## src/rtl/slp_pkg.sv

```systemverilog
// Shared constants, types and the arctangent table for the quaternion slerp block.
// Depends on nothing; every other file in rtl/ uses it by scoped names.
package slp_pkg;

   localparam int CB     = 16;             // component width
   localparam int FRAC   = CB - 1;
   localparam int GW     = CB + 1;         // target component after negation
   localparam int K      = 2 * FRAC - 30;  // rescale of f*g to Q.30
   localparam int KR     = (K >= 0) ? K : 0;
   localparam int KL     = (K < 0) ? -K : 0;
   localparam int DOT_W  = 34;
   localparam int PW     = CB + 33;        // weighted sum width

   localparam int CORDIC_STEPS = 24;
   localparam int SQRT_STEPS   = 31;
   localparam int DIV_STEPS    = 30;
   localparam int STEP_W       = 5;

   localparam int ANG_W = 34;
   localparam int SQ_W  = 62;

   localparam logic [30:0]            ONE_Q30  = 31'h4000_0000;
   localparam logic [DOT_W-1:0]       ONE_DOT  = DOT_W'(64'h4000_0000);
   localparam logic signed [ANG_W-1:0] INV_GAIN = ANG_W'(64'sd652032874);

   localparam longint OUT_HI = (longint'(1) << FRAC) - 1;
   localparam longint OUT_LO = -(longint'(1) << FRAC);

   localparam logic       REG_LINEAR_THRESHOLD = 1'b0;  // index bit of the only register
   localparam logic [15:0] THR_RESET = 16'd66;

   typedef struct packed {
      logic [3:0][CB-1:0] f;
      logic [3:0][GW-1:0] g;
      logic [16:0]        t;
      logic               slerp;
      logic [29:0]        dot;
      logic [30:0]        sw;
   } side_type;

   typedef struct packed {
      logic signed [ANG_W-1:0] th;
      logic signed [ANG_W-1:0] x;
      logic signed [ANG_W-1:0] y;
   } rot_lane_type;

   typedef struct packed {
      logic [31:0] r;
      logic [29:0] q;
      logic        zero;
      logic        full;
   } div_lane_type;

   // atan(2^-i) in Q.30, rounded
   function automatic logic signed [ANG_W-1:0] atan_q30(input logic [STEP_W-1:0] i);
      logic signed [ANG_W-1:0] a;
      case (i)
         5'd0:  a = 34'sd843314857;
         5'd1:  a = 34'sd497837829;
         5'd2:  a = 34'sd263043837;
         5'd3:  a = 34'sd133525159;
         5'd4:  a = 34'sd67021687;
         5'd5:  a = 34'sd33543516;
         5'd6:  a = 34'sd16775851;
         5'd7:  a = 34'sd8388437;
         5'd8:  a = 34'sd4194283;
         5'd9:  a = 34'sd2097149;
         5'd10: a = 34'sd1048576;
         5'd11: a = 34'sd524288;
         5'd12: a = 34'sd262144;
         5'd13: a = 34'sd131072;
         5'd14: a = 34'sd65536;
         5'd15: a = 34'sd32768;
         5'd16: a = 34'sd16384;
         5'd17: a = 34'sd8192;
         5'd18: a = 34'sd4096;
         5'd19: a = 34'sd2048;
         5'd20: a = 34'sd1024;
         5'd21: a = 34'sd512;
         5'd22: a = 34'sd256;
         5'd23: a = 34'sd128;
         default: a = '0;
      endcase
      return a;
   endfunction

endpackage

```

## src/rtl/slp_div_cell.sv

```systemverilog
// One restoring-division step for both weights: one quotient bit per lane.
// Depends on slp_pkg; the divisor is sin W carried in the side data.
module slp_div_cell (
   input  logic                   clock,
   input  logic                   reset,
   input  logic                   adv,
   input  logic                   prev_vld,
   input  slp_pkg::div_lane_type  prev_a,
   input  slp_pkg::div_lane_type  prev_b,
   input  slp_pkg::side_type      prev_side,
   output logic                   vld_ff,
   output slp_pkg::div_lane_type  a_ff,
   output slp_pkg::div_lane_type  b_ff,
   output slp_pkg::side_type      side_ff
);

   function automatic slp_pkg::div_lane_type div_step(input slp_pkg::div_lane_type l,
                                                      input logic [30:0] d);
      slp_pkg::div_lane_type n;
      logic [31:0]           r2;
      n  = l;
      r2 = {l.r[30:0], 1'b0};
      if (r2 >= {1'b0, d}) begin
         n.r = r2 - {1'b0, d};
         n.q = {l.q[28:0], 1'b1};
      end else begin
         n.r = r2;
         n.q = {l.q[28:0], 1'b0};
      end
      return n;
   endfunction

   slp_pkg::div_lane_type a_in, b_in;

   always_comb begin
      a_in = div_step(prev_a, prev_side.sw);
      b_in = div_step(prev_b, prev_side.sw);
   end

   always_ff @(posedge clock) begin
      if (reset) begin
         vld_ff <= 1'b0;
      end else if (adv) begin
         vld_ff <= prev_vld;
      end
   end

   always_ff @(posedge clock) begin
      if (adv) begin
         a_ff    <= a_in;
         b_ff    <= b_in;
         side_ff <= prev_side;
      end
   end

endmodule
```

## config.mk

```make
export PLATFORM = sky130hd
export DESIGN_NAME = slp_div_cell
export DESIGN_NICKNAME = d
export VERILOG_FILES = /design/src/rtl/slp_pkg.sv /design/src/rtl/slp_div_cell.sv
export SDC_FILE = /design/constraint.sdc
export NUM_CORES = 1
export LEC_CHECK = 0
export BUFFER_PORTS_ARGS = -buffer_cell sky130_fd_sc_hd__buf_4
export CORE_AREA = 4 4 263 265
export CTS_CLUSTER_SIZE = 8
export DETAILED_ROUTE_END_ITERATION = 10
export DIE_AREA = 0 0 267 269
export PLACE_DENSITY = 0.44
export SKIP_CTS_REPAIR_TIMING = 1
export SYNTH_ARGS = -nofsm -noshare
export SYNTH_HDL_FRONTEND = slang
export SYNTH_SLANG_ARGS = --single-unit
```

## constraint.sdc

```tcl
create_clock -name clock -period 3.2 [get_ports clock]
set_input_delay 0.16 -clock clock [delete_from_list [all_inputs] [get_ports clock]]
set_output_delay 0.16 -clock clock [all_outputs]
set_load 0.005 [all_outputs]
```

==> impl_metrics.py <==
metrics = {
    "power": {
        "max-vdd-ir-drop_mv": 0.335,
        "p_per_area_nw_per_um2": 511,
        "p_leak_uw": 0.0111,
    },
    "synthesis": {
        "ys_warn_count": 0,
        "synth-xor-area-share": 0.0321,
        "synth_top_family_by_area": "compound AO/OA/AOI/OAI gates",
        "synth-seq-cells": 340,
        "synthesis.area_um2": 14500,
        "syn-num-nets": 1394,
        "synthCells": 987,
        "ys_seq_area_frac": 0.705,
        "synthArstFlopShare": 0,
        "syn_area_per_cell_um2": 14.7,
        "synth_compound_area_frac": 0.103,
        "ys.flop_type": "edfxtp_1",
        "synth_fa_ha_area_frac": 0.0564,
        "synth_cell_types": 60,
        "synth_edf_count": 339,
        "synth-simple-area-share": 0.0657,
        "synthMuxAreaShare": 0.0183,
    },
    "place": {
        "gp_congestion": 0.894,
        "dpl-instance-area_um2": 21300,
        "dp_hpwl_mm": 58.9,
        "dp_slack_ps": -297,
        "port_buffers": 678,
    },
    "routing": {
        "ant_nets": 0,
        "via_per_inst": 4.30,
        "vias": 13000,
        "drcViolationCount": 0,
        "first_iter_violations": 756,
        "avgRoutedWirePerCell_um": 24.5,
        "dr.pass1.iters": 5,
        "wl_mm": 73.9,
    },
    "timing": {
        "hold_violations": 0,
        "fmax_mhz": 327,
        "rsz0062_at_grt": "no",
        "fin_ws_ps": 144,
        "relSlewSlack": 0.456,
        "setup_tns_ps": 0,
        "clock_skew_ps": 0,
        "maxSlewViolCount": 0,
        "min_period_ps": 3060,
        "timing.hold.ws_ps": 31.5,
        "setup_viol": 0,
        "worstMarginPinSlew_ps": 815,
        "final.period_utilization": 0.955,
    },
    "layout": {
        "syn2layout_area_growth_pct": 79.9,
        "final_area_um2": 26000,
        "num-fill-cells": 6462,
        "layout.nets": 2524,
        "fin_util": 0.390,
        "layout-drive-gt1-share": 0.401,
        "regArea_um2": 10200,
        "multi_input_area_um2": 3990,
    },
    "global_route": {
        "antenna_found_initial": 17,
        "grt_pass1_wl_mm": 93.9,
        "grt_max_degree": 83,
        "grt_pass1_vias": 12000,
        "grt_overflow_total": 0,
        "grtUsageTotal": 0.186,
    },
    "flow_run": {
        "drv_cap": 0,
    },
    "floorplanning": {
        "die_x_um": 267,
        "ios": 683,
        "fp-row-count": 95,
        "die_area_um2": 71800,
        "start_util": 0.217,
        "core_area_um2": 66800,
        "chipHeight_um": 269,
    },
    "worst_setup_path": {
        "cp.arrival_ps": 3370,
        "crit_fanout": 9,
        "critical_path_class": "input port to flip-flop",
        "endpoint_kind": "flip-flop",
        "rrSetupSlack_ps": 2030,
        "cp_data_required_time_ps": 3510,
        "cp-start-kind": "input port",
    },
    "clock_network": {
        "cts_max_level": 2,
        "clk_pin_slew_ps": 50,
        "cts_root_buffer": "clkbuf_16",
        "worstSkewPairLatency_ps": 560,
        "cts.path.max_buffers": 3,
        "cts_sinks": 340,
        "numCtsBuffers": 50,
        "cts_tree": "yes",
    },
    "worst_hold_path": {
        "hold_path.class": "input port to flip-flop",
    },
    "run_status": {
        "status": "finished clean",
    },
}
==> worst paths after layout <==
| check | start | end | depth (start not counted) |
|---|---|---|---|
| worst min register to register | vld_ff | vld_ff | 3 |
| worst max register to register | vld_ff | vld_ff | 3 |
| worst min-delay path | prev_a[61] | a_ff[62] | 3 |
| worst max-delay path | prev_b[34] | b_ff[60] | 11 |
==> per-stage QoR <==
step / total power (uW) / cells
CTS: 13100 / 2680
global route: 13900 / 3019
detailed placement: 8200 / 2606
global placement: 8200 / 2606
finish: 13300 / 3020
floorplan: 6460 / 987
==> critical path: stages <==
cell           delay [ps]
dlygate4sd3_1         540
buf_4                 140
ha_1                  260
a211oi_2              190
nor2_1                100
o211a_1               250
or4_4                 490
or2_1                 270
a311o_2               440
buf_4                 200
mux2_1                300
==> sequential cells by signal, indices dropped and copies added (netlist names) <==
name and count:
a_ff 64, b_ff 64, side_ff 211, vld_ff 1
==> logic make-up after synthesis <==
| group | Yosys count |
|---|---|
| multiplexers | 24 |
| buffers and inverters | 72 |
| XOR/XNOR | 53 |
| flip-flops | 340 |
| adder cells (fa/ha/maj) | 64 |
| AND/OR/NAND/NOR | 204 |
| AO/OA/AOI/OAI | 230 |
==> report_power, final <==
part / internal, uW / total, uW / switching [uW]
clock: 2830 / 4840 / 2010
combinational: 1550 / 2890 / 1340
sequential: 5420 / 5560 / 147
==> synthesized netlist by cell type (all sizes together), types with 19 or more instances <==
| library cell | n | area (um^2) |
|---|---|---|
| a21o | 31 | 233 |
| nand2 | 36 | 135 |
| a21oi | 84 | 420 |
| o21ai | 37 | 185 |
| ha | 62 | 776 |
| edfxtp | 339 | 10200 |
| inv | 46 | 173 |
| nand3 | 19 | 95.1 |
| xnor2 | 29 | 254 |
| xor2 | 24 | 210 |
| nor2 | 86 | 323 |
| mux2 | 20 | 225 |
==> cells in the final DEF, fill, tap and decap left out, types with 35 or more instances in the layout <==
master         count
buf_4            767
clkbuf_16         50
nor2_1            85
a21oi_1           84
ha_1              62
edfxtp_1         339
nand2_1           36
o21ai_0           35
inv_1             46
dlygate4sd3_1    332
==> layer usage <==
layer	track usage	up-vias	wire length [um]
li1	-	6020	-
met1	0.200	6393	27900
met2	0.342	468	38300
met3	0.0638	105	4930
met4	0.0610	6	2730
met5	0	-	36
==> layout make-up <==
cell class / instances / share of cell area
clock inverters: 7 / 0.00226
well taps: 873 / 0.0420
diodes: 8 / 0.000769
inverters: 46 / 0.00663
flip-flops and latches: 340 / 0.392
clock buffers: 67 / 0.0505
repair buffers: 1104 / 0.353
multi-input cells: 575 / 0.153
No activity file was read; power rests on OpenSTA's default activity.
