## src/rtl/slp_pkg.sv

```systemverilog
// Shared constants, types and the arctangent table for the quaternion slerp block.
// Depends on nothing; every other file in rtl/ uses it by scoped names.
package slp_pkg;

   localparam int CB     = 16;             // component width
   localparam int FRAC   = CB - 1;
   localparam int GW     = CB + 1;         // target component after negation
   localparam int K      = 2 * FRAC - 30;  // rescale of f*g to Q.30
   localparam int KR     = (K >= 0) ? K : 0;
   localparam int KL     = (K < 0) ? -K : 0;
   localparam int DOT_W  = 34;
   localparam int PW     = CB + 33;        // weighted sum width

   localparam int CORDIC_STEPS = 24;
   localparam int SQRT_STEPS   = 31;
   localparam int DIV_STEPS    = 30;
   localparam int STEP_W       = 5;

   localparam int ANG_W = 34;
   localparam int SQ_W  = 62;

   localparam logic [30:0]            ONE_Q30  = 31'h4000_0000;
   localparam logic [DOT_W-1:0]       ONE_DOT  = DOT_W'(64'h4000_0000);
   localparam logic signed [ANG_W-1:0] INV_GAIN = ANG_W'(64'sd652032874);

   localparam longint OUT_HI = (longint'(1) << FRAC) - 1;
   localparam longint OUT_LO = -(longint'(1) << FRAC);

   localparam logic       REG_LINEAR_THRESHOLD = 1'b0;  // index bit of the only register
   localparam logic [15:0] THR_RESET = 16'd66;

   typedef struct packed {
      logic [3:0][CB-1:0] f;
      logic [3:0][GW-1:0] g;
      logic [16:0]        t;
      logic               slerp;
      logic [29:0]        dot;
      logic [30:0]        sw;
   } side_type;

   typedef struct packed {
      logic signed [ANG_W-1:0] th;
      logic signed [ANG_W-1:0] x;
      logic signed [ANG_W-1:0] y;
   } rot_lane_type;

   typedef struct packed {
      logic [31:0] r;
      logic [29:0] q;
      logic        zero;
      logic        full;
   } div_lane_type;

   // atan(2^-i) in Q.30, rounded
   function automatic logic signed [ANG_W-1:0] atan_q30(input logic [STEP_W-1:0] i);
      logic signed [ANG_W-1:0] a;
      case (i)
         5'd0:  a = 34'sd843314857;
         5'd1:  a = 34'sd497837829;
         5'd2:  a = 34'sd263043837;
         5'd3:  a = 34'sd133525159;
         5'd4:  a = 34'sd67021687;
         5'd5:  a = 34'sd33543516;
         5'd6:  a = 34'sd16775851;
         5'd7:  a = 34'sd8388437;
         5'd8:  a = 34'sd4194283;
         5'd9:  a = 34'sd2097149;
         5'd10: a = 34'sd1048576;
         5'd11: a = 34'sd524288;
         5'd12: a = 34'sd262144;
         5'd13: a = 34'sd131072;
         5'd14: a = 34'sd65536;
         5'd15: a = 34'sd32768;
         5'd16: a = 34'sd16384;
         5'd17: a = 34'sd8192;
         5'd18: a = 34'sd4096;
         5'd19: a = 34'sd2048;
         5'd20: a = 34'sd1024;
         5'd21: a = 34'sd512;
         5'd22: a = 34'sd256;
         5'd23: a = 34'sd128;
         default: a = '0;
      endcase
      return a;
   endfunction

endpackage

```

## src/rtl/slp_vec_cell.sv

```systemverilog
// One CORDIC vectoring step: rotates (x, y) toward the x axis and sums the angle.
// Depends on slp_pkg for widths and the arctangent table.
module slp_vec_cell (
   input  logic                              clock,
   input  logic                              reset,
   input  logic                              adv,
   input  logic [slp_pkg::STEP_W-1:0]        step,
   input  logic                              prev_vld,
   input  logic signed [slp_pkg::ANG_W-1:0]  prev_x,
   input  logic signed [slp_pkg::ANG_W-1:0]  prev_y,
   input  logic signed [slp_pkg::ANG_W-1:0]  prev_z,
   input  slp_pkg::side_type                 prev_side,
   output logic                              vld_ff,
   output logic signed [slp_pkg::ANG_W-1:0]  x_ff,
   output logic signed [slp_pkg::ANG_W-1:0]  y_ff,
   output logic signed [slp_pkg::ANG_W-1:0]  z_ff,
   output slp_pkg::side_type                 side_ff
);

   logic signed [slp_pkg::ANG_W-1:0] xs, ys, at;
   logic signed [slp_pkg::ANG_W-1:0] x_in, y_in, z_in;

   always_comb begin
      xs = prev_x >>> step;
      ys = prev_y >>> step;
      at = slp_pkg::atan_q30(step);
      if (prev_y > 0) begin
         x_in = prev_x + ys;
         y_in = prev_y - xs;
         z_in = prev_z + at;
      end else begin
         x_in = prev_x - ys;
         y_in = prev_y + xs;
         z_in = prev_z - at;
      end
   end

   always_ff @(posedge clock) begin
      if (reset) begin
         vld_ff <= 1'b0;
      end else if (adv) begin
         vld_ff <= prev_vld;
      end
   end

   always_ff @(posedge clock) begin
      if (adv) begin
         x_ff    <= x_in;
         y_ff    <= y_in;
         z_ff    <= z_in;
         side_ff <= prev_side;
      end
   end

endmodule

```

## config.mk

```make
export PLATFORM = sky130hd
export DESIGN_NAME = slp_vec_cell
export DESIGN_NICKNAME = d
export VERILOG_FILES = /design/src/rtl/slp_pkg.sv /design/src/rtl/slp_vec_cell.sv
export SDC_FILE = /design/constraint.sdc
export NUM_CORES = 1
export LEC_CHECK = 0
export ABC_CLOCK_PERIOD_IN_PS = 7900
export BUFFER_PORTS_ARGS = -buffer_cell sky130_fd_sc_hd__buf_2
export CAP_MARGIN = 0
export CELL_PAD_IN_SITES_DETAIL_PLACEMENT = 2
export CELL_PAD_IN_SITES_GLOBAL_PLACEMENT = 2
export CORE_MARGIN = 5
export CORE_UTILIZATION = 30
export DETAILED_ROUTE_END_ITERATION = 8
export PLACE_DENSITY_LB_ADDON = 0.1
export SKIP_LAST_GASP = 1
export SYNTH_ARGS = -nofsm -noshare
export SYNTH_HDL_FRONTEND = slang
export SYNTH_SLANG_ARGS = --single-unit
```

## constraint.sdc

```tcl
create_clock -name clock -period 7.9 [get_ports clock]
set_clock_uncertainty 0.1 [all_clocks]
set_input_delay 2.37 -clock clock [delete_from_list [all_inputs] [get_ports clock]]
set_output_delay 2.37 -clock clock [all_outputs]
set_load 0.005 [all_outputs]
```

==> summary.txt <==
Cells and area
  – Synthesis-to-finish area growth: 37.9%
  – Share of layout cells above drive strength 1: 0.416
  – Multi-input combinational cell area: 12,600 sq um
  – Final non-filler cell total: 4,124
  – Util after Layout: 0.416
  – Layout fillers: 8,278
  – Final #Nets: 3,548
  – Reg area: 9420 sq um
  – Finished Cell Area: 31,600 sq um

Setup path
  – WP data arrival: 8000 ps
  – Crit. End Element: flip-flop
  – Critical path launch point type: input pin
  – WP data required: 8130 ps
  – Flop-to-flop setup slack: 7190 ps
  – Crit Path Class: input pin to flip-flop
  – Critical path fanouts, max: 12
  – Worst r2r path cells: 2

Synth
  – Synth async-reset ratio: 0
  – Syn Inst Count: 2,071
  – Sequential share of the synthesized area: 0.411
  – Synth Area per Inst: 11.1 sq um
  – #FFs+latches synth: 314
  – Mapped Area: 22,900 sq um
  – Synth warn: 0
  – EDFF count, synth: 313
  – Main flop type after synthesis: edfxtp_1
  – Synth cell types: 106
  – Syn nets: 2,506

GRT
  – GR Util met2: 0.512
  – GRT busiest layer: met2
  – Total track usage: 0.272
  – Congestion Overflow GR: 0
  – First-pass GRT wire length: 169 mm
  – GR Layer Usage met1: 0.325
  – M3 GR Usage: 0.0377
  – Vias in the first global route: 24.6k
  – Initial antenna violation count: 8
  – Pin count of the biggest net entering global routing: 115

Timing
  – Final Max Slew Viols: 0
  – Slew @ Worst Pin: 1160 ps
  – # setup viols final: 0
  – RSZ-0062 raised after global routing: true
  – Fmax: 129 MHz
  – Post-route minimum period: 7770 ps
  – Final Hold Fails: 0
  – Post-route clock period utilization: 0.984
  – Hold_ws: 444 ps
  – Slew HR: 0.218

Power
  – Comb power frac: 0.393
  – Sequential Power Share: 0.344
  – Net Sw Frac: 0.339
  – Switching power total: 2180 uW
  – Int Pwr: 4240 uW
  – Peak VDD IR: 137 uV
  – LEAKAGE: 0.0138 uW
  – Pwr Total: 6420 uW
  – P per Cell Area: 203 nW/um^2
  – Clock power share: 0.263

Clock tree
  – Clock root cell: clkbuf_16
  – CTS tree: yes
  – Clock slew at reported path FFs: 60 ps
  – Total number of H-tree levels: 2
  – Clock Tree Buf Depth: 3
  – Clock latency on the worst-skew pair: 590 ps
  – # hold bufs at CTS: 0
  – TritonCTS buffer count: 38
  – CTS sink count: 314

Detailed routing
  – Drt first pass iters: 5
  – Wirelength, routed: 117 mm
  – Remaining DRCs: 0
  – Vias: 22.7k
  – Post-DRT Antenna Nets: 0
  – Routed WL per cell: 28.5 microns
  – Vias/cell: 5.50
  – 1st-iter DRT viols: 1,358

Floorplanning
  – # rows: 101
  – Die Width: 286 microns
  – Die Ht: 286 microns
  – Ports: 636
  – Die area: 82,000 sq um
  – Core area: 75,800 sq um
  – Initial core utilization: 0.302

Place
  – Post-placement cell area: 30,400 sq um
  – Placer congestion estimate: 0.946
  – Placed insts: 4,051
  – Detailed Place HPWL: 96.2 mm
  – Count of input and output buffers: 635

Min path
  – Worst Hold Depth: 2
  – Type of the most critical hold path: flip-flop to flip-flop

Status
  – Status: complete, no violations

Flow run
  – Number of max-cap violations: 0
-- stage by stage --
step,worst slack [ps],setup TNS (ps)
floorplan,18.1,0
global placement,-556,-7900
detailed placement,-703,-10770
CTS,20.0,0
global route,-41.2,-41.2
finish,129,0
-- cells in the mapped netlist, types with 17 or more instances --
library cell,n,share of area
and2_1,25,0.0068
nor3_1,31,0.0068
o21a_1,21,0.0069
inv_1,57,0.0093
buf_2,23,0.0050
o21ai_0,105,0.023
nand2_1,129,0.021
xnor2_1,103,0.039
a31oi_1,35,0.0096
nor2b_1,28,0.0076
nor2_1,143,0.023
a21o_1,45,0.015
mux2_2,34,0.017
mux2i_1,62,0.027
mux4_1,28,0.032
nand3_1,47,0.010
a21oi_1,145,0.032
ha_1,110,0.060
a211oi_1,17,0.0056
and3_1,26,0.0071
nor4_1,19,0.0052
clkbuf_1,45,0.0074
nand2b_1,26,0.0071
mux4_2,50,0.049
o211ai_1,21,0.0069
o22ai_1,18,0.0049
xor2_1,59,0.023
edfxtp_1,313,0.41
-- worst paths after layout --
kind         startpoint  endpoint
max reg2reg      vld_ff    vld_ff
min reg2reg      vld_ff    vld_ff
min              vld_ff    vld_ff
max             step[0]  y_ff[28]
-- cell families (layout without fill, tap and decap cells) --
group	count (synthesis)	in the layout	synth area share
simple gates	554	554	0.123
xor+xnor	162	162	0.0620
fa+ha+maj	113	113	0.0627
other cells	0	3	0
flops	314	314	0.411
mux	176	176	0.126
buf+inv	167	1239	0.0430
compound gates	585	585	0.172
-- area by class of cell --
class / count / share of cell area
clock buffers: 49 / 0.0321
multi-input cells: 1590 / 0.398
diodes: 3 / 0.000238
repair buffers: 1108 / 0.221
flip-flops and latches: 314 / 0.298
well taps: 978 / 0.0388
clock inverters: 21 / 0.00480
inverters: 61 / 0.00725
-- critical path: stages --
cell	delay [ps]
buf_6	160
buf_4	200
buf_4	220
mux2_2	400
mux4_2	510
nor2b_1	180
nor4_2	440
buf_4	210
and2_1	180
and4_2	340
nor2_1	80
xor2_1	300
ha_1	320
a21oi_1	130
nor2b_1	60
a2111oi_0	380
o21ai_1	210
a31oi_1	280
buf_4	160
o31ai_1	60
buf_4	160
buf_4	140
a21o_1	180
a21oi_1	200
xnor2_1	100
-- registers in the layout, summed over array words and instances, names as in the netlist --
signal   count
side_ff    211
vld_ff       1
x_ff        34
y_ff        34
z_ff        34
-- power groups by stage --
| stage | Clock, uW | Combinational, uW | Sequential [uW] |
|---|---|---|---|
| floorplan | 0 | 1150 | 2270 |
| global placement | 0 | 2430 | 2230 |
| detailed placement | 0 | 2500 | 2240 |
| CTS | 1750 | 2530 | 2210 |
| global route | 1820 | 2710 | 2230 |
| finish | 1690 | 2520 | 2210 |
-- cell usage in the layout, fill, tap and decap left out, drive strengths merged, types with 27 or more instances in the layout --
cell and count:
edfxtp 313, inv 63, ha 110, clkbuf 49, nand2 130, nand3 48, a31oi 36, mux4 78
nor3 33, buf 1108, xor2 59, xnor2 103, mux2i 63, and3 27, nor2 143, and2 30
a21o 45, a21oi 145, o21ai 106, nor2b 28, mux2 35
-- what timing repair did --
action / 4_1_cts / 5_1_grt
setup endpoints to repair: 2 / 17
gates resized for setup: 1 / 12
gates cloned: 0 / 0
buffers inserted: 0 / 0
-- routing by layer --
layer  share of wire  up-vias
li1                -    10200
met1            0.40    11700
met2            0.52      681
met3           0.047      143
met4           0.026        4
met5         0.00023        -
No activity file was read; power rests on OpenSTA's default activity.
