[src/rtl/slp_pkg.sv]
// Shared constants, types and the arctangent table for the quaternion slerp block.
// Depends on nothing; every other file in rtl/ uses it by scoped names.
package slp_pkg;

   localparam int CB     = 16;             // component width
   localparam int FRAC   = CB - 1;
   localparam int GW     = CB + 1;         // target component after negation
   localparam int K      = 2 * FRAC - 30;  // rescale of f*g to Q.30
   localparam int KR     = (K >= 0) ? K : 0;
   localparam int KL     = (K < 0) ? -K : 0;
   localparam int DOT_W  = 34;
   localparam int PW     = CB + 33;        // weighted sum width

   localparam int CORDIC_STEPS = 24;
   localparam int SQRT_STEPS   = 31;
   localparam int DIV_STEPS    = 30;
   localparam int STEP_W       = 5;

   localparam int ANG_W = 34;
   localparam int SQ_W  = 62;

   localparam logic [30:0]            ONE_Q30  = 31'h4000_0000;
   localparam logic [DOT_W-1:0]       ONE_DOT  = DOT_W'(64'h4000_0000);
   localparam logic signed [ANG_W-1:0] INV_GAIN = ANG_W'(64'sd652032874);

   localparam longint OUT_HI = (longint'(1) << FRAC) - 1;
   localparam longint OUT_LO = -(longint'(1) << FRAC);

   localparam logic       REG_LINEAR_THRESHOLD = 1'b0;  // index bit of the only register
   localparam logic [15:0] THR_RESET = 16'd66;

   typedef struct packed {
      logic [3:0][CB-1:0] f;
      logic [3:0][GW-1:0] g;
      logic [16:0]        t;
      logic               slerp;
      logic [29:0]        dot;
      logic [30:0]        sw;
   } side_type;

   typedef struct packed {
      logic signed [ANG_W-1:0] th;
      logic signed [ANG_W-1:0] x;
      logic signed [ANG_W-1:0] y;
   } rot_lane_type;

   typedef struct packed {
      logic [31:0] r;
      logic [29:0] q;
      logic        zero;
      logic        full;
   } div_lane_type;

   // atan(2^-i) in Q.30, rounded
   function automatic logic signed [ANG_W-1:0] atan_q30(input logic [STEP_W-1:0] i);
      logic signed [ANG_W-1:0] a;
      case (i)
         5'd0:  a = 34'sd843314857;
         5'd1:  a = 34'sd497837829;
         5'd2:  a = 34'sd263043837;
         5'd3:  a = 34'sd133525159;
         5'd4:  a = 34'sd67021687;
         5'd5:  a = 34'sd33543516;
         5'd6:  a = 34'sd16775851;
         5'd7:  a = 34'sd8388437;
         5'd8:  a = 34'sd4194283;
         5'd9:  a = 34'sd2097149;
         5'd10: a = 34'sd1048576;
         5'd11: a = 34'sd524288;
         5'd12: a = 34'sd262144;
         5'd13: a = 34'sd131072;
         5'd14: a = 34'sd65536;
         5'd15: a = 34'sd32768;
         5'd16: a = 34'sd16384;
         5'd17: a = 34'sd8192;
         5'd18: a = 34'sd4096;
         5'd19: a = 34'sd2048;
         5'd20: a = 34'sd1024;
         5'd21: a = 34'sd512;
         5'd22: a = 34'sd256;
         5'd23: a = 34'sd128;
         default: a = '0;
      endcase
      return a;
   endfunction

endpackage

[src/rtl/slp_sqrt_cell.sv]
// One digit of the pipelined integer square root (two radicand bits per cell).
// Depends on slp_pkg.
module slp_sqrt_cell (
   input  logic                        clock,
   input  logic                        reset,
   input  logic                        adv,
   input  logic [slp_pkg::STEP_W-1:0]  step,
   input  logic                        prev_vld,
   input  logic [slp_pkg::SQ_W-1:0]    prev_rem,
   input  logic [slp_pkg::SQ_W-1:0]    prev_res,
   input  slp_pkg::side_type           prev_side,
   output logic                        vld_ff,
   output logic [slp_pkg::SQ_W-1:0]    rem_ff,
   output logic [slp_pkg::SQ_W-1:0]    res_ff,
   output slp_pkg::side_type           side_ff
);

   logic [5:0]               pos;
   logic [slp_pkg::SQ_W-1:0] bit_val;
   logic [slp_pkg::SQ_W-1:0] trial;
   logic [slp_pkg::SQ_W-1:0] rem_in;
   logic [slp_pkg::SQ_W-1:0] res_in;

   always_comb begin
      pos     = 6'd60 - {step, 1'b0};
      bit_val = slp_pkg::SQ_W'(1) << pos;
      trial   = prev_res + bit_val;
      if (prev_rem >= trial) begin
         rem_in = prev_rem - trial;
         res_in = (prev_res >> 1) + bit_val;
      end else begin
         rem_in = prev_rem;
         res_in = prev_res >> 1;
      end
   end

   always_ff @(posedge clock) begin
      if (reset) begin
         vld_ff <= 1'b0;
      end else if (adv) begin
         vld_ff <= prev_vld;
      end
   end

   always_ff @(posedge clock) begin
      if (adv) begin
         rem_ff  <= rem_in;
         res_ff  <= res_in;
         side_ff <= prev_side;
      end
   end

endmodule

[config.mk]
export PLATFORM = sky130hd
export DESIGN_NAME = slp_sqrt_cell
export DESIGN_NICKNAME = d
export VERILOG_FILES = /design/src/rtl/slp_pkg.sv /design/src/rtl/slp_sqrt_cell.sv
export SDC_FILE = /design/constraint.sdc
export NUM_CORES = 1
export LEC_CHECK = 0
export BUFFER_PORTS_ARGS = -buffer_cell sky130_fd_sc_hd__buf_2
export CORE_AREA = 2 2 262 264
export DETAILED_ROUTE_END_ITERATION = 16
export DIE_AREA = 0 0 264 266
export PLACE_DENSITY_LB_ADDON = 0.05
export SETUP_SLACK_MARGIN = 0.02
export SLEW_MARGIN = 20
export SYNTH_ARGS = -nofsm -noshare
export SYNTH_HDL_FRONTEND = slang
export SYNTH_SLANG_ARGS = --single-unit
[constraint.sdc]
create_clock -name clock -period 20.1 [get_ports clock]
set_input_delay 4.02 -clock clock [delete_from_list [all_inputs] [get_ports clock]]
set_output_delay 4.02 -clock clock [all_outputs]
set_load 0.01 [all_outputs]
==> results.md <==
- The cell occurring most often along the worst timing path is nor2_1.
- The share of cell area taken by muxes after synthesis is less than 1%.
- The synthesized netlist devotes under 10% of its cell area to XOR and XNOR gates.
- The maximum level of the CTS H-tree is 2.
- The final wirelength is between 90 and 100 mm.
- Setup repair after global routing left no endpoint under its margin.
- The cell area that synthesis handed to floorplanning was around 0.021 mm^2.
- The final number of hold-violating endpoints is 0.
- Buffers added to address setup during post-CTS repair amount to 0.
- After detailed placement, the design holds a cell count of between 3000 and 4000.
- Summed over all layers, the global routing overflow is 0.
- The first detailed-routing pass took 7 iterations.
- The average cell area after synthesis is ~10 um^2.
- The maximum operating frequency is approximately 90 MHz.
- For this configuration, the core starts out at a cell density of a little under a third.
- The detail route stage leaves a number of antenna-violating nets equal to 0.
- The post-synthesis instance total is 2000.
- Adding up every negative setup slack in the final design gives 0 ns.
- Across the run, the number of max-cap violations was 0.
- In the synthesized netlist the dominant register cell turns out to be edfxtp_1.
- Gates resized during post-CTS repair numbered 0.
- The row count is between 90 and 100.
- The overall global routing resource usage is between 20% and 30%.
- The sequential cell area fraction in the yosys report is 48.6%.
- Measured against its own limit, the worst slew margin works out to 31.3%.
- The class of the worst hold path is reg -> reg.
- The final critical-path share of the clock period is about 57%.
- The worst setup slack after placement is about 8 ns.
- In the final routed layout, each cell accounts on average for approximately 28 um.
- The post-synthesis share of cell area spent on full adders, half adders and majority gates is 7.02%.
- The tree built by TritonCTS fans out to between 300 and 400 sinks.
- Synthesis inferred around 340 register bits.
- For this run, the post-layout net count is between 3000 and 4000.
- The shortest period the worst path allows is about 11 ns.
- The share of synthesized registers carrying an async set or reset is 0%.
- For the worst setup path, the data arrival time is between 10 and 15 ns.
- At the pin with the least slew margin, the transition time is approximately 1.0 ns.
- At the later pin of the worst-skew pair, clock insertion delay measures about 0.60 ns.
- Entering global routing, the biggest net connects 76 pins.
- The layout has about 6900 filler cells.
- The placed wire-length estimate after detailed placement is around 82 mm.
- In this run the worst path has a maximum fanout of 47.
- Of the cells placed in the final design, the portion with a size suffix greater than 1 is approximately 30%.
- The worst setup path is launched from an input pin.
- For this run, the slowest stage of the critical path takes 0.67 ns.
- The layout overhead on the synthesized area is 26.7%.
- The placeable core region is between 0.06 and 0.07 mm^2.
- The detail-routed via count per cell is 5.33.
- In the post-route analysis, the smallest setup slack over all paths is roughly 8.7 ns.
- By area, the combinational part of the netlist is dominated by compound AO/OA/AOI/OAI gates.
- The y dimension of the die is approximately 270 um.
- In the routed design, unresolved DRC markers number 0.
- The kind of end point of the critical path is a flop.
- The master cell of the clock root buffer is clkbuf_16.
- The post-CTS clock slew at the launch and capture registers of the worst setup and hold paths is about 0.06 ns.
- For the worst flop-to-flop path, the logic depth is 2.
- Clock tree synthesis inserted a total of between 40 and 50 buffers.
- The Yosys step of the flow raised 0 warnings.
- The synthesized design contains 335 enable-type register cells.
- TritonCTS built the clock tree.
- The number of nets handed over by synthesis was 2453.
- For this design the ratio of total power to cell area is just over 80 mW/mm^2.
- The worst hold path was traced through 2 stages.
- The cell with the largest stage delay on the worst path is o31a_2.
- Detailed routing inserted a total of between 15000 and 20000 vias.
- In this run the deepest clock path goes through 3 buffers.
- The count of buffers inserted at the top-level ports is just under 700.
- The number of max-slew violations in the final report is 0.
- For this run, the share of the core covered by cells in the final layout is between 30% and 40%.
- Excluding fillers, the count of instances in the completed layout stands at 3559.
- The sequential standard cell area is ~0.01 mm^2.
- The worst clock skew on the final layout is 0 ns.
- For this design the static power due to leakage is 10.9 nW.
- The via count of the first global-routing pass is roughly 18000.
- The initial antenna violation count was 35.
- The width of the die is around 260 um.
- The fraction of the mapped netlist area in compound gates is approximately 18%.
- The distinct cell type count of the synthesized netlist is between 100 and 150.
- The number of violations reported at the end of detailed-routing iteration 0 is about 1600.
- Setup violations remaining at the end of the flow were counted as 0.
- The critical path start-end classification is in -> reg.
- The flow ran to the end, and the final reports show no timing, DRC or antenna violations.
- For the worst setup path, the data required time is around 20 ns.
- The number of top-level pins is between 600 and 700.
- The first global-routing pass estimated 138 mm of wire.
- The quantity of hold-fixing buffers added after cts is 0.
- Summing the areas of all and, or, nand and nor instances in the mapped netlist gives around 15% of the synthesized area.
- The multi-input gate area in the final layout is about 0.01 mm^2.
- The last weighted congestion value of the routability-driven placer is 0.984.
- The maximum vdd drop is roughly 50 uV.
- The die covers 0.0702 mm^2.
[cells in the mapped netlist, types with 5 or more instances]
| cell | count | area [um^2] |
|---|---|---|
| nor3_1 | 34 | 170 |
| o31ai_1 | 18 | 135 |
| nand2b_1 | 10 | 62.6 |
| o21ai_0 | 96 | 480 |
| clkbuf_1 | 61 | 229 |
| and2_1 | 28 | 175 |
| nand4_1 | 33 | 206 |
| a31o_2 | 13 | 114 |
| o21bai_1 | 32 | 240 |
| nor2b_1 | 16 | 100 |
| buf_2 | 15 | 75.1 |
| nand3b_1 | 6 | 45.0 |
| a21oi_1 | 162 | 811 |
| nand2_1 | 206 | 773 |
| o211ai_1 | 17 | 128 |
| maj3_1 | 5 | 50.1 |
| xor2_1 | 69 | 604 |
| or3_1 | 5 | 31.3 |
| o21a_1 | 23 | 173 |
| nor4_1 | 9 | 56.3 |
| buf_1 | 5 | 18.8 |
| edfxtp_1 | 335 | 10100 |
| nand3_1 | 44 | 220 |
| a21boi_0 | 9 | 67.6 |
| a221o_1 | 6 | 60.1 |
| o221ai_1 | 6 | 52.6 |
| and3_1 | 26 | 163 |
| buf_6 | 6 | 67.6 |
| o31a_1 | 5 | 43.8 |
| nor2_1 | 173 | 649 |
| mux2_2 | 5 | 56.3 |
| a21o_1 | 51 | 383 |
| or2_2 | 8 | 50.1 |
| a211oi_1 | 8 | 60.1 |
| o21ai_1 | 20 | 100 |
| and4_1 | 6 | 52.6 |
| ha_1 | 108 | 1350 |
| a31oi_1 | 52 | 325 |
| xnor2_1 | 110 | 963 |
| inv_1 | 51 | 191 |
[kinds of logic after synthesis]
kind of cell / after synthesis
AOI/OAI and AO/OA: 580
xor gates and xnor gates: 179
adders and majority gates: 117
buffers and inverters: 140
DFF: 336
muxes: 13
and+or+nand+nor: 635
[worst max-delay path: cells and delay by family]
family | cells | cell delay (ns)
AOI/OAI and AO/OA | 9 | 2.85
and+or+nand+nor | 15 | 2.93
buffers and inverters | 2 | 0.76
adders and majority gates | 3 | 1.10
[area by class of cell]
type	count	share of cell area (%)
tap	882	4.20
clock buffer	56	4.20
multi-input combinational	1524	38.4
inverter	51	0.729
sequential	336	38.4
antenna	8	0.0762
clock inverter	15	0.862
timing repair buffer	687	13.2
[worst paths after layout]
kind,start,endpoint,slack [ns]
worst max-delay path,step[1],res_ff[56],8.71
worst min-delay path,vld_ff,vld_ff,0.55
worst max register to register,vld_ff,vld_ff,19.49
worst min register to register,vld_ff,vld_ff,0.55
[cells in the final DEF (no fill, tap or decap), types with 10 or more instances in the layout]
master     count
buf_2        678
edfxtp_1     335
nand2_1      206
nor2_1       173
a21oi_1      162
xnor2_1      110
ha_1         108
o21ai_0       96
xor2_1        69
a31oi_1       52
inv_1         51
a21o_1        51
nand3_1       44
clkbuf_16     41
nor3_1        34
nand4_1       33
o21bai_1      32
and2_1        28
and3_1        26
o21a_1        23
o21ai_1       20
o31ai_1       17
o211ai_1      17
nor2b_1       16
a31o_2        13
clkbuf_1      13
nand2b_1      10
[registers in the layout, indices dropped and copies added (netlist names)]
signal,flops
side_ff,211
rem_ff,62
res_ff,62
vld_ff,1
[routing by layer]
layer  vias to the layer above  track usage [%]  share of wire (%)
met2                       669             45.5                 48
met5                         -                0               0.20
met3                       122             5.17                6.0
li1                       8790                -                  -
met1                      9352             36.3                 44
met4                        30             6.02                2.1
[power breakdown]
group	switching [W]	internal (W)	total [W]
combinational	0.000328	0.000172	0.000500
sequential	0.0000243	0.000855	0.000879
clock	0.000313	0.000439	0.000752
total	0.000665	0.00147	0.00213
[stage by stage]
step	hold WS, ns	area (um^2)	power, W
after floorplan	0.528	20700	0.00115
after global placement	0.542	24900	0.00139
after detailed placement	0.537	24900	0.00139
after CTS	0.553	26300	0.00215
after global routing	0.604	26300	0.00222
final	0.552	26300	0.00213
(Power assumes the default switching activity.)
