`config.mk`:
```
export PLATFORM = sky130hd
export DESIGN_NAME = slp_rot_cell
export DESIGN_NICKNAME = d
export VERILOG_FILES = /design/src/rtl/slp_pkg.sv /design/src/rtl/slp_rot_cell.sv
export SDC_FILE = /design/constraint.sdc
export NUM_CORES = 1
export LEC_CHECK = 0
export BUFFER_PORTS_ARGS = -buffer_cell sky130_fd_sc_hd__buf_2
export CORE_MARGIN = 4
export CORE_UTILIZATION = 35
export DETAILED_ROUTE_END_ITERATION = 10
export PLACE_DENSITY = 0.65
export SLEW_MARGIN = 20
export SYNTH_ARGS = -nofsm -noshare
export SYNTH_HDL_FRONTEND = slang
export SYNTH_SLANG_ARGS = --single-unit
```
`constraint.sdc`:
```
create_clock -name clock -period 10.59 [get_ports clock]
set_input_delay 2.118 -clock clock [delete_from_list [all_inputs] [get_ports clock]]
set_output_delay 2.118 -clock clock [all_outputs]
set_load 0.02 [all_outputs]
```
`src/rtl/slp_pkg.sv`:
```
// Shared constants, types and the arctangent table for the quaternion slerp block.
// Depends on nothing; every other file in rtl/ uses it by scoped names.
package slp_pkg;

   localparam int CB     = 16;             // component width
   localparam int FRAC   = CB - 1;
   localparam int GW     = CB + 1;         // target component after negation
   localparam int K      = 2 * FRAC - 30;  // rescale of f*g to Q.30
   localparam int KR     = (K >= 0) ? K : 0;
   localparam int KL     = (K < 0) ? -K : 0;
   localparam int DOT_W  = 34;
   localparam int PW     = CB + 33;        // weighted sum width

   localparam int CORDIC_STEPS = 24;
   localparam int SQRT_STEPS   = 31;
   localparam int DIV_STEPS    = 30;
   localparam int STEP_W       = 5;

   localparam int ANG_W = 34;
   localparam int SQ_W  = 62;

   localparam logic [30:0]            ONE_Q30  = 31'h4000_0000;
   localparam logic [DOT_W-1:0]       ONE_DOT  = DOT_W'(64'h4000_0000);
   localparam logic signed [ANG_W-1:0] INV_GAIN = ANG_W'(64'sd652032874);

   localparam longint OUT_HI = (longint'(1) << FRAC) - 1;
   localparam longint OUT_LO = -(longint'(1) << FRAC);

   localparam logic       REG_LINEAR_THRESHOLD = 1'b0;  // index bit of the only register
   localparam logic [15:0] THR_RESET = 16'd66;

   typedef struct packed {
      logic [3:0][CB-1:0] f;
      logic [3:0][GW-1:0] g;
      logic [16:0]        t;
      logic               slerp;
      logic [29:0]        dot;
      logic [30:0]        sw;
   } side_type;

   typedef struct packed {
      logic signed [ANG_W-1:0] th;
      logic signed [ANG_W-1:0] x;
      logic signed [ANG_W-1:0] y;
   } rot_lane_type;

   typedef struct packed {
      logic [31:0] r;
      logic [29:0] q;
      logic        zero;
      logic        full;
   } div_lane_type;

   // atan(2^-i) in Q.30, rounded
   function automatic logic signed [ANG_W-1:0] atan_q30(input logic [STEP_W-1:0] i);
      logic signed [ANG_W-1:0] a;
      case (i)
         5'd0:  a = 34'sd843314857;
         5'd1:  a = 34'sd497837829;
         5'd2:  a = 34'sd263043837;
         5'd3:  a = 34'sd133525159;
         5'd4:  a = 34'sd67021687;
         5'd5:  a = 34'sd33543516;
         5'd6:  a = 34'sd16775851;
         5'd7:  a = 34'sd8388437;
         5'd8:  a = 34'sd4194283;
         5'd9:  a = 34'sd2097149;
         5'd10: a = 34'sd1048576;
         5'd11: a = 34'sd524288;
         5'd12: a = 34'sd262144;
         5'd13: a = 34'sd131072;
         5'd14: a = 34'sd65536;
         5'd15: a = 34'sd32768;
         5'd16: a = 34'sd16384;
         5'd17: a = 34'sd8192;
         5'd18: a = 34'sd4096;
         5'd19: a = 34'sd2048;
         5'd20: a = 34'sd1024;
         5'd21: a = 34'sd512;
         5'd22: a = 34'sd256;
         5'd23: a = 34'sd128;
         default: a = '0;
      endcase
      return a;
   endfunction

endpackage

```
`src/rtl/slp_rot_cell.sv`:
```
// One CORDIC rotation step for both weight angles side by side.
// Depends on slp_pkg for the lane type and the arctangent table.
module slp_rot_cell (
   input  logic                        clock,
   input  logic                        reset,
   input  logic                        adv,
   input  logic [slp_pkg::STEP_W-1:0]  step,
   input  logic                        prev_vld,
   input  slp_pkg::rot_lane_type       prev_a,
   input  slp_pkg::rot_lane_type       prev_b,
   input  slp_pkg::side_type           prev_side,
   output logic                        vld_ff,
   output slp_pkg::rot_lane_type       a_ff,
   output slp_pkg::rot_lane_type       b_ff,
   output slp_pkg::side_type           side_ff
);

   function automatic slp_pkg::rot_lane_type rot_step(input slp_pkg::rot_lane_type l,
                                                      input logic [slp_pkg::STEP_W-1:0] s);
      slp_pkg::rot_lane_type           n;
      logic signed [slp_pkg::ANG_W-1:0] xs, ys, at;
      xs = l.x >>> s;
      ys = l.y >>> s;
      at = slp_pkg::atan_q30(s);
      if (l.th >= 0) begin
         n.x  = l.x - ys;
         n.y  = l.y + xs;
         n.th = l.th - at;
      end else begin
         n.x  = l.x + ys;
         n.y  = l.y - xs;
         n.th = l.th + at;
      end
      return n;
   endfunction

   slp_pkg::rot_lane_type a_in, b_in;

   always_comb begin
      a_in = rot_step(prev_a, step);
      b_in = rot_step(prev_b, step);
   end

   always_ff @(posedge clock) begin
      if (reset) begin
         vld_ff <= 1'b0;
      end else if (adv) begin
         vld_ff <= prev_vld;
      end
   end

   always_ff @(posedge clock) begin
      if (adv) begin
         a_ff    <= a_in;
         b_ff    <= b_in;
         side_ff <= prev_side;
      end
   end

endmodule

```
==> summary.md, run 1 <==
| Metric | Value |
|---|---|
| Status | `finished, final reports clean` |
| Worst rel slew slack | `between 20 and 30%` |
| Remaining global-route overflow | `0` |
| Starting density of the core | `around 35%` |
| FFs w/ async S/R, synth | `0%` |
| Vias per inst | `6.07` |
| Switching power | `0.00281 W` |
| Drt total wl | `174 mm` |
| Worst-Skew Late Latency | `0.61 ns` |
| IO Port Bufs | `839` |
| Cell leakage power | `around 18 nW` |
| Via Count | `34,700` |
| Ranking of synthesized cells by area | `edfxtp_1, mux4_2, ha_1` |
| Vias in the first global route | `32,600` |
| WS Path Type | `primary input to flop` |
| TritonCTS Buffers | `50` |
| RePlAce Congestion | `1.05` |
| Die H | `332 um` |
| Post-Synth Simple-Gate Area | `11.6%` |
| Complex-gate fraction of the synthesized area | `a little under a fifth` |
| Switch share | `39.6%` |
| Die Area | `around 110,000 um^2` |
| Max FO, Critical Path | `76` |
| Worst hold path class | `flop to flop` |
| First-pass GRT wire length | `243 mm` |
| DR WL/cell | `30.4 um` |
| Cell Rows | `118` |
| Post-synthesis mux area share | `approximately 17%` |
| First-pass DRT Iterations | `6` |
| Max cap viols | `0` |
| Dpl cells | `5,604` |
| Worst Slack Setup Final | `1.98 ns` |
| Main combinational cell family by area after synthesis | `compound AO/OA/AOI/OAI gates` |
| Finished Layout Cells | `between 5,000 and 6,000` |
| Critical Path Start Type | `primary input` |
| Power, Total | `0.00708 W` |
| Cells after Synth | `about 3,500` |
| Cell taking the most area after synthesis | `edfxtp_1` |
| Area Overhead vs Synth | `19.2%` |
| Placement Setup Slack | `1.45 ns` |
| Req. time, crit path | `between 10 and 15 ns` |
| Routed Antenna Nets | `0` |
| Clock Skew | `0 ns` |
| Flop pwr share | `32.6%` |
| Initial drt markers | `4,278` |
| Clk slew on worst S/H paths | `about 0.060 ns` |
| Yosys cell types | `approximately 120` |
| Synth Area in Adders | `7.51%` |
| Post-synth EDFFs | `415` |
| Final nets | `4,917` |
| CTS tree | `yes` |
| Fin crit share | `81.3%` |
| Ys flop type | `edfxtp_1` |
| Post-synth design cell area | `36,800 um^2` |
| Htree depth | `2` |
| Post-Syn Nets | `around 4,200` |
| Internal power | `0.00428 W` |
| Initial antenna violation count | `49` |
| Final TNS setup | `0 ns` |
| Die span in x | `332 um` |
| Clock Sinks | `approximately 420` |
| Clock Path Buffers | `3` |
| Sequential element share of the synthesized area | `33.9%` |
| Yosys warnings | `0` |
| # Post-CTS Setup Buffers | `0` |
| Boundary pin count | `840` |
| Power Dens Cells | `162 nW/um^2` |
| Worst-margin pin slew | `1.06 ns` |
| Core ar. | `104,000 um^2` |
| Post-cts sizing count | `0` |
| HPWL after DPL | `approximately 140 mm` |
| WHS | `0.516 ns` |
| DR DRC count | `0` |
| Critical Path AT | `8.98 ns` |
| Clock Power Share | `between 20% and 30%` |
| Max Slew Vio Count | `0` |
| Synth top area share | `33.9%` |
| Syn Area/Cell | `10.4 um^2` |
| XOR/XNOR Fraction of Synth Area | `7.93%` |
| Comb pwr share | `between 40% and 50%` |
| Fin. Hold Viols | `0` |
| Register bit count reported by yosys | `416` |
| Peak supply drop | `roughly 140 uV` |
| GRT Total Usage | `~30%` |
| RSZ-0062 raised after global routing | `no` |
| Largest net degree at the start of global routing | `130` |
| Worst Setup End Kind | `flop` |
| Share of layout cells above drive strength 1 | `29.9%` |
| Post-route minimum period | `approximately 8.6 ns` |
| Fmax | `approximately 0.12 GHz` |
| CTS hold repair buffers | `0` |
| Setup-failing EPs final | `0` |
| Root Buffer | `clkbuf_16` |
-- area by class of cell --
cell class                 count  area (um^2)
timing repair buffer         888         4680
tap                         1380         1730
multi-input combinational   2827        23000
sequential                   416        12500
antenna                       25         62.6
clock inverter                30          243
inverter                      93          350
fill                       10100        60100
clock buffer                  61         1290
-- cells in the mapped netlist (14+ instances only) --
master,n
edfxtp_1,415
o211ai_1,26
clkbuf_1,82
o21ai_0,201
and3_1,25
a22oi_1,20
mux2i_1,132
o31ai_1,30
or2_2,15
o21bai_1,34
o22ai_1,36
nand2_1,312
buf_1,31
or3_1,14
and2_1,25
a31oi_1,35
nand2b_1,47
xor2_1,120
nand4_1,20
inv_1,90
o21a_1,37
ha_1,211
a211oi_1,42
a221oi_1,15
nor3_1,51
a21o_1,90
mux4_2,171
xnor2_1,213
a21oi_1,266
nand3_1,57
mux2_2,79
nor2b_1,33
buf_2,45
nor2_1,207
-- final timing paths --
check	startpoint	slack (ns)	endpoint	cells after the start
min reg2reg	vld_ff$_SDFFE_PP0P_	0.52	vld_ff$_SDFFE_PP0P_	2
max	step[0]	1.98	b_ff[101]$_DFFE_PP_	25
max reg2reg	vld_ff$_SDFFE_PP0P_	9.99	vld_ff$_SDFFE_PP0P_	2
min	vld_ff$_SDFFE_PP0P_	0.52	vld_ff$_SDFFE_PP0P_	2
-- placed cells by master, fill, tap and decap left out, drive strengths merged, types with 95 or more instances in the layout --
cell	n
xnor2	213
nand2	312
inv	95
o21ai	209
edfxtp	415
a21oi	267
xor2	120
ha	211
nor2	208
mux2i	133
mux4	177
buf	888
-- metrics by stage --
step | cell area (um^2) | util (%)
after global placement | 42200 | 40.6
after CTS | 43800 | 42.1
after detailed placement | 42200 | 40.6
final | 43800 | 42.2
after global routing | 43800 | 42.1
after floorplan | 36800 | -
-- per-layer routing --
layer | vias to the layer above | global-route usage, % | share of wire [%]
met5 | - | 0 | 0.10
met4 | 26 | 10.4 | 4.2
li1 | 15200 | - | -
met2 | 2081 | 48.7 | 46
met3 | 395 | 8.15 | 10
met1 | 17100 | 38.2 | 39
-- worst max-delay path, cell delays in order --
cell and delay, ns:
buf_8 0.53, inv_1 0.67, ha_1 0.53, mux2i_1 0.17
o22ai_1 0.12, and2_1 0.22, inv_1 0.06, ha_1 0.18
nand4b_1 0.10, or3_1 0.48, or3b_2 0.52, or3_1 0.38
nand2_1 0.09, xnor2_1 0.07, ha_1 0.37, and2_1 0.21
nand2b_1 0.10, or4_1 0.51, a211oi_1 0.39, nor3_1 0.11
a21oi_1 0.35, a2111oi_0 0.17, o21bai_1 0.19, a21oi_1 0.10
xnor2_1 0.12
-- sequential cells by signal, indices dropped and copies added (netlist names) --
signal,cells
side_ff,211
a_ff,102
b_ff,102
vld_ff,1
-- power groups by stage --
| stage | combinational (W) | sequential (W) | clock (W) |
|---|---|---|---|
| after floorplan | 0.00165 | 0.00269 | 0 |
| after detailed placement | 0.00307 | 0.00234 | 0 |
| final | 0.00311 | 0.00231 | 0.00166 |
| after CTS | 0.00309 | 0.00231 | 0.00171 |
| after global routing | 0.00333 | 0.00233 | 0.00178 |
| after global placement | 0.00307 | 0.00234 | 0 |
-- cell families (layout without fill, tap and decap cells) --
kind of cell	after synthesis	count (layout)
AOI/OAI and AO/OA	1007	1007
xor gates and xnor gates	333	333
adders and majority gates	217	217
buffers and inverters	280	1072
DFF	416	416
muxes	395	395
other	0	25
and+or+nand+nor	875	875
Power figures use the tool's default switching activity.
==> run 2, diff against run 1 <==
--- a/config.mk
+++ b/config.mk
@@ -9,7 +9,7 @@
 export CORE_MARGIN = 4
 export CORE_UTILIZATION = 35
 export DETAILED_ROUTE_END_ITERATION = 10
-export PLACE_DENSITY = 0.65
+export PLACE_DENSITY = 0.67
 export SLEW_MARGIN = 20
 export SYNTH_ARGS = -nofsm -noshare
 export SYNTH_HDL_FRONTEND = slang
==> constraint.sdc (replaced) <==
create_clock -name clock -period 7.3 [get_ports clock]
set_input_delay 1.46 -clock clock [delete_from_list [all_inputs] [get_ports clock]]
set_output_delay 1.46 -clock clock [all_outputs]
set_load 0.02 [all_outputs]
==> summary.md, run 2 (synthesis results as in run 1) <==
| Metric | Value |
|---|---|
| Status | `finished, final reports clean` |
| Starting density of the core | `35.4% (unchanged)` |
| Final nets | `5,243 (+6.6%)` |
| Crit-path slowest cell | `or4b_2` |
| Root Buffer | `clkbuf_16` |
| Post-route minimum period | `6.73 ns` |
| Clock Sinks | `416 (unchanged)` |
| Die H | `332 um (unchanged)` |
| Hold wc startpoint | `vld_ff$_SDFFE_PP0P_` |
| Peak supply drop | `206 uV (+46%)` |
| Area Overhead vs Synth | `27.0%` |
| Fin. Hold Viols | `0 (unchanged)` |
| Req. time, crit path | `7.70 ns (-3.27 ns)` |
| CTS tree | `yes` |
| RSZ-0062 raised after global routing | `no` |
| Core Util, Final | `44.9% (+2.8 points)` |
| Max FO, Critical Path | `17 (-78%)` |
| Crit path cell chain | `buf_8, buf_4, mux2_1, mux4_2, o22ai_2, nor3_1, a211oi_2, buf_4, or4b_1, o21ai_0, xor2_1, ha_1, nand2_1, o21ai_0, a21oi_1, a21boi_0, a41oi_1, a31oi_1, a211o_1, or4b_2, a31oi_1, xnor2_1` |
| WHS | `0.510 ns (-0.00599 ns)` |
| Commonest cells after routing, fill and taps aside | `buf_2, edfxtp_1, buf_4` |
| Setup-failing EPs final | `0 (unchanged)` |
| GRT Total Usage | `30.9% (+1.0 points)` |
| First-pass GRT wire length | `251 mm (+3.4%)` |
| Worst-margin pin slew | `1.10 ns (+0.0359 ns)` |
| Setup crit start | `step[0]` |
| IO Port Bufs | `839 (unchanged)` |
| Fin crit share | `between 90 and 100%` |
| R2R Setup Slk | `6.71 ns (-3.28 ns)` |
| Area occupied by registers | `12,500 um^2 (unchanged)` |
| Clock Path Buffers | `3 (unchanged)` |
| CP max stage delay | `0.60 ns (-0.07 ns)` |
| Initial drt markers | `4,191 (-2.0%)` |
| Clk slew on worst S/H paths | `0.06 ns (about the same)` |
| Post-cts sizing count | `0 (unchanged)` |
| RePlAce Congestion | `1.03 (-1.3%)` |
| Critical Path Start Type | `primary input` |
| Via Count | `35,900 (+3.3%)` |
| Max Slew Vio Count | `0 (unchanged)` |
| Die span in x | `332 um (unchanged)` |
| Cell leakage power | `19.7 nW (+9.8%)` |
| Filler Cells Inserted | `10,100 (-0.13%)` |
| Reg-to-reg startpoint | `vld_ff$_SDFFE_PP0P_` |
| Max cap viols | `0 (unchanged)` |
| Worst hold path class | `flop to flop` |
| Worst-Skew Late Latency | `0.64 ns (+0.03 ns)` |
| CTS hold repair buffers | `0 (unchanged)` |
| Vias per inst | `5.93 (-2.3%)` |
| Cell Rows | `118 (unchanged)` |
| Htree depth | `2 (unchanged)` |
| Largest net degree at the start of global routing | `156 (+20%)` |
| Max reg flops | `211 (unchanged)` |
| TritonCTS Buffers | `50 (unchanged)` |
| Core ar. | `104,000 um^2 (unchanged)` |
| Remaining global-route overflow | `0 (unchanged)` |
| Vias in the first global route | `34,000 (+4.3%)` |
| Boundary pin count | `840 (unchanged)` |
| Power, Total | `0.0110 W (+55%)` |
| Worst rel slew slack | `26.5% (-2.7 points)` |
| Biggest register | `side_ff` |
| Commonest non-fill, non-tap cell in the layout | `buf_2` |
| Routed Antenna Nets | `0 (unchanged)` |
| Power Dens Cells | `235 nW/um^2 (+45%)` |
| # Post-CTS Setup Buffers | `0 (unchanged)` |
| Worst Setup End Kind | `flop` |
| HPWL after DPL | `145 mm (+4.5%)` |
| Critical Path AT | `7.13 ns (-1.85 ns)` |
| Placement Setup Slack | `-0.0360 ns (-1.48 ns)` |
| First-pass DRT Iterations | `8 (+2)` |
| Clock Skew | `0 ns (unchanged)` |
| Share of layout cells above drive strength 1 | `35.2% (+5.3 points)` |
| Initial antenna violation count | `47 (-4.1%)` |
| DR DRC count | `0 (unchanged)` |
| Drt total wl | `179 mm (+3.0%)` |
| Multi-input logic area | `23,000 um^2 (about the same)` |
| Die Area | `110,000 um^2 (unchanged)` |
| Worst Slack Setup Final | `0.569 ns (-1.41 ns)` |
| Largest regs | `side_ff x211, a_ff x102, b_ff x102` |
| WS Path Type | `primary input to flop` |
| DR WL/cell | `29.6 um (-2.5%)` |
| Fmax | `between 0.1 and 0.15 GHz` |
[run 2: changes by cell type in the layout (fill, tap and decap cells not counted), moves of 2 or more]
cell	change
bufinv_16	+7
clkbuf_1	-2
buf_12	+14
diode_2	-3
clkinv_1	-10
ha_2	+2
clkinv_2	+4
ha_1	-2
buf_4	+312
[run 2: path summary, 6_finish.rpt]
check,cells past startpoint,end
worst min register to register,2,vld_ff$_SDFFE_PP0P_
worst min-delay path,2,vld_ff$_SDFFE_PP0P_
worst max register to register,2,vld_ff$_SDFFE_PP0P_
worst max-delay path,22,a_ff[32]$_DFFE_PP_
[run 2: final cells by class]
cell class,instances,share of cell area (%)
multi-input combinational,2827,49.2
sequential,416,26.7
clock buffer,60,2.81
inverter,93,0.758
tap,1380,3.70
timing repair buffer,1214,15.6
clock inverter,33,0.992
antenna,22,0.118
[run 2: power by group]
part | leakage (nW) | switching (W) | internal, W
clock network | 0.860 | 0.00113 | 0.00162
logic | 14.8 | 0.00294 | 0.00193
registers | 4.07 | 0.000153 | 0.00321
[run 2: critical path, delay by kind of cell]
family | cells | cell delay (ns)
compound gates | 10 | 2.33
xor+xnor | 2 | 0.25
fa+ha+maj | 1 | 0.26
buf+inv | 3 | 0.62
mux | 2 | 0.90
simple gates | 4 | 1.28
[run 2: routing by layer]
layer  wire length, um  global-route usage [%]
met3             18200                    7.75
met2             82000                    50.0
met5               149                       0
met4              7100                    9.96
met1             71800                    40.6
[run 2: through the flow]
| step | TNS (ns) | instances | cell area [um^2] |
|---|---|---|---|
| 2_1_floorplan | 0 | 3523 | 36800 |
| 3_3_place_gp | 0 | 5930 | 44900 |
| 3_5_place_dp | -0.0360 | 5930 | 44900 |
| 4_1_cts | 0 | 6023 | 46600 |
| 5_1_grt | 0 | 6031 | 46600 |
| 6_report | 0 | 6045 | 46700 |
